## config.mk

```make
export PLATFORM = sky130hd
export DESIGN_NAME = calidx_ctrl
export DESIGN_NICKNAME = d
export VERILOG_FILES = /design/src/hdl/calidx_pkg.sv /design/src/hdl/calidx_ctrl.sv
export SDC_FILE = /design/constraint.sdc
export NUM_CORES = 1
export LEC_CHECK = 0
export BUFFER_PORTS_ARGS = -buffer_cell sky130_fd_sc_hd__buf_2
export CORE_AREA = 2 2 39 41
export DETAILED_ROUTE_END_ITERATION = 10
export DIE_AREA = 0 0 41 43
export PLACE_DENSITY = 0.41
export SETUP_SLACK_MARGIN = 0.05
export SYNTH_ARGS = -nofsm -noshare
export SYNTH_HDL_FRONTEND = slang
export SYNTH_SLANG_ARGS = --single-unit
```

## constraint.sdc

```tcl
create_clock -name clk -period 1.7 [get_ports clk]
set_clock_uncertainty 0.15 [all_clocks]
set_input_delay 0.51 -clock clk [delete_from_list [all_inputs] [get_ports clk]]
set_output_delay 0.51 -clock clk [all_outputs]
set_load 0.005 [all_outputs]
```

## src/hdl/calidx_pkg.sv

```systemverilog
// Shared types and constants for the content-addressed log index.
package calidx_pkg;

    localparam int SEC_W        = 48;
    localparam int HASH_W       = 256;
    localparam int WORD_W       = 64;
    localparam int OP_W         = 3;
    localparam int STAT_W       = 3;
    localparam int CFG_IDX_W    = 1;
    localparam int SECTOR_BYTES = 512;
    localparam int SECTOR_SHIFT = $clog2(SECTOR_BYTES);

    localparam logic [WORD_W-1:0] LOG_MAGIC  = 64'h424F_4C42_4245_5245;
    localparam logic [SEC_W-1:0]  BASE_RESET = 48'd34816;
    localparam logic [SEC_W-1:0]  SEC_MAX    = {SEC_W{1'b1}};

    // operation codes
    localparam logic [OP_W-1:0] OP_FIND    = 3'd0;
    localparam logic [OP_W-1:0] OP_STORE   = 3'd1;
    localparam logic [OP_W-1:0] OP_RECOVER = 3'd2;
    localparam logic [OP_W-1:0] OP_MARK    = 3'd3;
    localparam logic [OP_W-1:0] OP_COMPACT = 3'd4;

    // status codes
    localparam logic [STAT_W-1:0] ST_OK         = 3'd0;
    localparam logic [STAT_W-1:0] ST_NOT_FOUND  = 3'd1;
    localparam logic [STAT_W-1:0] ST_TABLE_FULL = 3'd2;
    localparam logic [STAT_W-1:0] ST_LOG_FULL   = 3'd3;
    localparam logic [STAT_W-1:0] ST_BAD_HEADER = 3'd4;
    localparam logic [STAT_W-1:0] ST_ZERO_SIZE  = 3'd5;

    // configuration register indexes
    localparam logic [CFG_IDX_W-1:0] CFG_BASE = 1'd0;
    localparam logic [CFG_IDX_W-1:0] CFG_END  = 1'd1;

    // controller to datapath
    typedef struct packed {
        logic in_ready;
        logic scan;
        logic finish;
        logic clear;
    } cmd_t;

    // datapath to controller
    typedef struct packed {
        logic needs_scan;
        logic scan_stop;
        logic out_busy;
        logic done_now;
        logic clr_last;
    } sts_t;

    // data sectors behind a header: ceil(bytes / SECTOR_BYTES)
    function automatic logic [SEC_W-1:0] data_sectors(input logic [SEC_W-1:0] bytes);
        logic [SEC_W:0] sum;
        begin
            sum = {1'b0, bytes} + (SEC_W+1)'(SECTOR_BYTES - 1);
            data_sectors = SEC_W'(sum >> SECTOR_SHIFT);
        end
    endfunction

endpackage

```

## src/hdl/calidx_ctrl.sv

```systemverilog
// Sequencer for the log index: clear pass, idle, table scan and finish.
module calidx_ctrl (
    input  logic              clk,
    input  logic              rst_n,
    input  logic              req_valid,
    input  calidx_pkg::sts_t  sts,
    output calidx_pkg::cmd_t  cmd
);
    import calidx_pkg::*;

    localparam logic [1:0] S_CLEAR  = 2'd0;
    localparam logic [1:0] S_IDLE   = 2'd1;
    localparam logic [1:0] S_SCAN   = 2'd2;
    localparam logic [1:0] S_FINISH = 2'd3;

    logic [1:0] state_reg;
    logic [1:0] state_next;

    // commands and next state
    always_comb
    begin
        state_next   = state_reg;
        cmd.in_ready = 1'b0;
        cmd.scan     = 1'b0;
        cmd.finish   = 1'b0;
        cmd.clear    = 1'b0;
        case (state_reg)
            S_CLEAR:
            begin
                cmd.clear = 1'b1;
                if (sts.clr_last)
                    state_next = S_IDLE;
            end
            S_IDLE:
            begin
                cmd.in_ready = 1'b1;
                if (req_valid)
                    state_next = sts.needs_scan ? S_SCAN : S_FINISH;
            end
            S_SCAN:
            begin
                cmd.scan = 1'b1;
                if (sts.scan_stop)
                    state_next = S_FINISH;
            end
            S_FINISH:
            begin
                if (!sts.out_busy)
                begin
                    cmd.finish = 1'b1;
                    state_next = sts.done_now ? S_CLEAR : S_IDLE;
                end
            end
            default:
            begin
                state_next = S_IDLE;
            end
        endcase
    end

    always_ff @(posedge clk or negedge rst_n)
    begin
        if (!rst_n)
            state_reg <= S_CLEAR;
        else
            state_reg <= state_next;
    end

endmodule

```

==> results of run 1 <==
-- final cells by class --
type,count,share of cell area (%)
multi-input cells,13,41.94
repair buffers,13,23.39
flip-flops and latches,2,16.13
clock buffers,3,7.258
well taps,16,6.452
inverters,4,4.839
-- Yosys cell counts (all sizes together) --
cell	instances
nand2	1
inv	4
dfrtp	2
nor2	2
nand2b	2
o2111ai	1
ha	4
mux2	2
o221ai	1
-- through the flow --
stage	worst slack, ns	util [%]	TNS, ns
after floorplan	0.2043	-	0
after global placement	0.1519	18.99	0
after detailed placement	0.1364	18.99	0
after CTS	-0.01499	21.88	-0.04134
after global routing	-0.07143	22.42	-0.2114
final	-0.001788	22.42	-0.001788
-- worst register-to-register path, stage by stage (launching register included) --
cell                        delay (ns)
sky130_fd_sc_hd__dfrtp_1          0.41
sky130_fd_sc_hd__inv_2            0.08
sky130_fd_sc_hd__ha_1             0.16
sky130_fd_sc_hd__inv_1            0.06
sky130_fd_sc_hd__o2111ai_2        0.22
sky130_fd_sc_hd__mux2_1           0.35
-- what timing repair did --
action / 4_1_cts / 5_1_grt
setup endpoints to repair: 4 / 4
endpoints found under the hold margin: 2 / 0
pin swaps: 1 / 2
gates resized for setup: 4 / 1
hold buffers: 1 / 0
setup buffers: 0 / 1
-- worst max path at each step --
stage,slack [ns],depth (start not counted),to
2_1_floorplan,0.20,5,state_reg[0]
3_3_place_gp,0.15,5,state_reg[1]
3_5_place_dp,0.14,5,state_reg[0]
4_1_cts,-0.01,3,cmd[2]
5_1_grt,-0.07,4,cmd[1]
6_report,-0.002,3,cmd[2]
-- per-layer routing --
layer  vias up  track usage (%)  wire, um  share of wire (%)
met5         -                0         0                  0
met2        12            6.250       167                 40
met4         0            8.000         0                  0
met1        82            5.466       186                 44
li1         94                -         -                  -
met3         0            3.141        66                 16
-- logic make-up after synthesis --
family	synth area share, %
fa+ha+maj	26.67
mux	12.00
buf+inv	7.998
compound gates	12.67
flops	26.67
simple gates	14.00
-- cell usage in the layout (no fill, tap or decap), drive strengths merged --
cell	Yosys	layout
ha	4	4
buf	0	12
nand2	1	1
nand2b	2	2
dlygate4sd3	0	1
o221ai	1	1
dfrtp	2	2
nor2	2	2
mux2	2	2
o2111ai	1	1
clkbuf	0	3
inv	4	4
-- report_power, final --
group	internal [uW]	leakage, uW	switching [uW]
Combinational	162	0.000121	139
Clock	77.7	0.0000138	24.7
Sequential	75.8	0.0000230	30.5
Total	315	0.000158	194
==> summary.txt, run 1 <==
Outcome
  – Outcome: complete, but fails checks
  – Violated checks: negative setup slack

Detailed routing
  – Total via count in the routed design: 188
  – Total length of routed wires: 419 um
  – Initial DRT Pass Iterations: 2
  – Via-per-instance ratio: 3.686
  – ANT nets after route: 0
  – Violation count after the first detailed-route iteration: 3
  – Remaining DRCs: 0
  – Average wire per standard cell: 8.216 um

Timing
  – Post-layout worst setup margin: -0.001788 ns
  – Setup violation total in the final timing report: 1
  – Period utilisation layout: 100.1%
  – Tightest hold margin: 0.4314 ns
  – Slew Limit Fails: 0
  – F_max: 0.5876 GHz
  – Number of endpoints with negative hold slack in the final report: 0
  – Slew at the pin closest to its max-slew limit: 0.2034 ns
  – Worst max-slew margin expressed relative to the limit: 86.44%
  – Final min period: 1.702 ns
  – Setup repair after global routing missed its margin: yes

CTS
  – Sink Count: 2
  – Clk buf depth: 2
  – Number of clock buffers inserted by TritonCTS: 3
  – Root Buffer: sky130_fd_sc_hd__clkbuf_4
  – CTS tree: done
  – Max H-tree Level: 1
  – Clock transition at the register clock pins on the worst setup and hold paths after CTS: 0.03 ns
  – Worst-Skew Late Latency: 0.22 ns

Critical path
  – Register-to-register path setup slack: 0.15 ns
  – Sort of element at the start of the critical path: flip-flop
  – Cell-by-cell trace of the critical path: inv_1, ha_2, buf_2
  – Capture point of the worst reg-to-reg path: state_reg[0]
  – Count of buffer and inverter cells on the critical path: 2
  – Biggest cell delay along the critical path: 0.40 ns
  – Crit Path Category: reg -> out
  – Signal arrival time at the worst endpoint: 1.04 ns
  – Kind of cell with the highest combined delay on the critical path: flip-flops
  – Sort of element at the end of the critical path: output pin
  – Required time worst endpoint: 1.04 ns
  – Worst setup path startpoint: state_reg[0]
  – Reg2Reg Depth: 5
  – Critical path's slowest cell: sky130_fd_sc_hd__dfrtp_1
  – Launch point of the worst reg-to-reg path: state_reg[1]
  – Critical path fanouts, max: 4

Job
  – Number of maximum-capacitance violations: 0

Min path
  – Worst hold endpoint: state_reg[0]
  – Worst hold stages: 1
  – Hold path startpoint: state_reg[0]
  – Path class of the lowest-slack min-delay path: reg -> reg

GRT
  – Maximum number of pins on one net before global-route repair: 5
  – GRT overflow: 0
  – Initial antenna violation count: 0
  – Global-route wire length before repair: 579 um
  – Number of global-route vias before repair: 174
  – All-Layer GR Usage: 5.522%

Floorplanning
  – Total I/O pin count: 12
  – Core area: 0.001384 sq mm
  – Die X: 41 um
  – Initial core utilization: 13.56%
  – Die Height: 43 um
  – Total die area: 0.001763 sq mm
  – FP Rows: 14

Synth
  – Total of flip-flops plus latches after synthesis: 2
  – Synthesized net count: 31
  – Area contributors post-synth: sky130_fd_sc_hd__dfrtp_1 27%, sky130_fd_sc_hd__ha_1 27%, sky130_fd_sc_hd__mux2_1 12%
  – Post-synthesis cell count: 19
  – Area leader, netlist: sky130_fd_sc_hd__dfrtp_1
  – Total of warnings raised by yosys: 0
  – Top cell type's share of synthesized area: 26.67%
  – Sequential-to-total area share from yosys stat: 26.67%
  – Synthesized area per cell: 9.878 sq um
  – Number of different library cells in the post-synthesis netlist: 10
  – Netlist area before placement: 187.7 sq um

Place
  – Buffers added on ports: 11
  – Number of placed instances with taps included: 46
  – RePlAce Congestion: 0.5746
  – Placed Instance Area: 262.8 sq um

Final layout
  – Antenna diode instance count: 0
  – Filler cells: 160
  – Final std cells w/o fill: 51
  – Sequential standard cell area: 50.05 sq um
  – Area of combinational cells with multiple inputs: 130.1 sq um
  – Share of cells above drive strength 1: 62.86%
  – Nets: 49
  – Final Instance Area: 310.3 sq um
  – Area overhead of the layout relative to synthesis: 65.33%
  – Number of flip-flops in the largest register: 2

Pwr
  – Maximum vdd drop: 0.0004432 V
  – Reported leakage power: 0.0001578 uW
  – Pwr per Cell Area: 1641 mW/mm^2
  – Total power after layout: 509.1 uW
Power figures use the tool's default switching activity.
==> run 2: changes to the inputs <==
- RECOVER_POWER: not set -> 25
==> run 2 against run 1 <==
Compared with the run above: the flow still finishes with violations (negative setup slack); count of clock-buffer cells in the layout is the same; cell area decreased by 0.40%; register-to-register slack hardly changed; flip-flop and latch count unchanged; clock power about the same; cell count stayed put; sequential share of layout area is 0.065 points higher; total power is essentially flat; first-iteration DRC count is the same; die area is the same; largest power group unchanged; highest routed layer unchanged.
==> summary.txt, run 2 (synthesis results as in run 1) <==
Critical path
  – Critical path fanouts, max: 4
  – Register-to-register path setup slack: 0.15 ns
  – Signal arrival time at the worst endpoint: 1.04 ns
  – Sort of element at the end of the critical path: output pin
  – Crit Path Category: reg -> out
  – Required time worst endpoint: 1.04 ns
  – Sort of element at the start of the critical path: flip-flop

Floorplanning
  – Die X: 41 um
  – Total die area: 0.001763 sq mm
  – Core area: 0.001384 sq mm
  – Die Height: 43 um
  – Initial core utilization: 13.56%
  – Total I/O pin count: 12
  – FP Rows: 14

Final layout
  – Area overhead of the layout relative to synthesis: 64.67%
  – Number of flip-flops in the largest register: 2
  – Antenna diode instance count: 0
  – Share of cells above drive strength 1: 60.00%
  – Highest-count cells in the layout ignoring fill and taps: 10 x sky130_fd_sc_hd__buf_2, 3 x sky130_fd_sc_hd__ha_2, 3 x sky130_fd_sc_hd__clkbuf_4
  – Final Instance Area: 309.0 sq um
  – Nets: 49
  – Most common cell after layout, fill and taps aside: sky130_fd_sc_hd__buf_2

Detailed routing
  – Total via count in the routed design: 188
  – Violation count after the first detailed-route iteration: 3
  – Average wire per standard cell: 8.235 um
  – ANT nets after route: 0
  – Total length of routed wires: 420 um
  – Initial DRT Pass Iterations: 2
  – Remaining DRCs: 0
  – Via-per-instance ratio: 3.686

GRT
  – All-Layer GR Usage: 5.522%
  – GRT overflow: 0
  – Initial antenna violation count: 0
  – Number of global-route vias before repair: 174
  – Maximum number of pins on one net before global-route repair: 5
  – Global-route wire length before repair: 579 um

Place
  – Worst setup slack after placement: 0.1364 ns
  – Placed Instance Area: 262.8 sq um
  – RePlAce Congestion: 0.5746
  – Buffers added on ports: 11

Timing
  – Period utilisation layout: 100.1%
  – Final min period: 1.702 ns
  – Number of endpoints with negative hold slack in the final report: 0
  – Worst max-slew margin expressed relative to the limit: 86.44%
  – Slew at the pin closest to its max-slew limit: 0.2034 ns
  – Tightest hold margin: 0.4314 ns
  – F_max: 0.5876 GHz
  – Setup violation total in the final timing report: 1
  – Setup repair after global routing missed its margin: yes
  – Post-layout worst setup margin: -0.001788 ns
  – Slew Limit Fails: 0

Outcome
  – Violated checks: negative setup slack
  – Outcome: complete, but fails checks

CTS
  – CTS tree: done
  – Worst-Skew Late Latency: 0.22 ns
  – Clk buf depth: 2
  – Clock transition at the register clock pins on the worst setup and hold paths after CTS: 0.03 ns
  – Max H-tree Level: 1
  – Sink Count: 2
  – Number of clock buffers inserted by TritonCTS: 3
  – Root Buffer: sky130_fd_sc_hd__clkbuf_4

Pwr
  – Pwr per Cell Area: 1646 mW/mm^2
  – Total power after layout: 508.8 uW
  – Reported leakage power: 0.0001551 uW
  – Maximum vdd drop: 0.0004434 V

Min path
  – Path class of the lowest-slack min-delay path: reg -> reg

Job
  – Number of maximum-capacitance violations: 0
==> run 2: worst paths after layout <==
kind,start,to,depth (start not counted)
max in group asynchronous,rst_n,state_reg[0],2
setup reg to reg,state_reg[1],state_reg[0],5
hold / removal,state_reg[0],state_reg[0],1
hold reg to reg,state_reg[0],state_reg[0],1
min in group asynchronous,rst_n,state_reg[1],2
setup / recovery,state_reg[0],cmd[2],3
==> run 2: cell type report <==
| class | instances | area, sq um |
|---|---|---|
| well taps | 16 | 20.02 |
| clock buffers | 3 | 22.52 |
| flip-flops and latches | 2 | 50.05 |
| inverters | 4 | 15.01 |
| multi-input cells | 13 | 130.1 |
| repair buffers | 13 | 71.32 |
| fillers | 161 | 1075 |
==> run 2: what timing repair did <==
action / CTS / global route
cloned: 0 / 0
endpoints found under the hold margin: 2 / 0
setup buffers: 0 / 1
pin swaps: 1 / 2
gates resized for setup: 4 / 1
setup endpoints to repair: 4 / 4
hold buffers: 1 / 0
==> run 2: stage by stage <==
| step | instances | TNS [ns] | utilization, % |
|---|---|---|---|
| finish | 51 | -0.001788 | 22.33 |
| CTS | 50 | -0.04134 | 21.88 |
| floorplan | 19 | 0 | - |
| global route | 51 | -0.2114 | 22.33 |
| detailed placement | 46 | 0 | 18.99 |
| global placement | 46 | 0 | 18.99 |
==> run 2: metal layers <==
| metal | global-route usage [%] | up-vias | share of wire (%) |
|---|---|---|---|
| met4 | 8.000 | 0 | 0 |
| met3 | 3.141 | 0 | 16 |
| met5 | 0 | - | 0 |
| met1 | 5.466 | 82 | 45 |
| met2 | 6.250 | 12 | 40 |
| li1 | - | 94 | - |
==> run 2: critical path, cell delays in order, from the launching register on <==
cell	delay (ns)
sky130_fd_sc_hd__dfrtp_1	0.40
sky130_fd_sc_hd__inv_1	0.10
sky130_fd_sc_hd__ha_2	0.20
sky130_fd_sc_hd__buf_2	0.12
==> run 2: power by group <==
group | internal [uW] | switching, uW | leakage, uW
combinational | 161 | 139 | 0.000118
clock | 77.7 | 24.7 | 0.0000138
sequential | 75.7 | 30.5 | 0.0000230
total | 315 | 194 | 0.000155
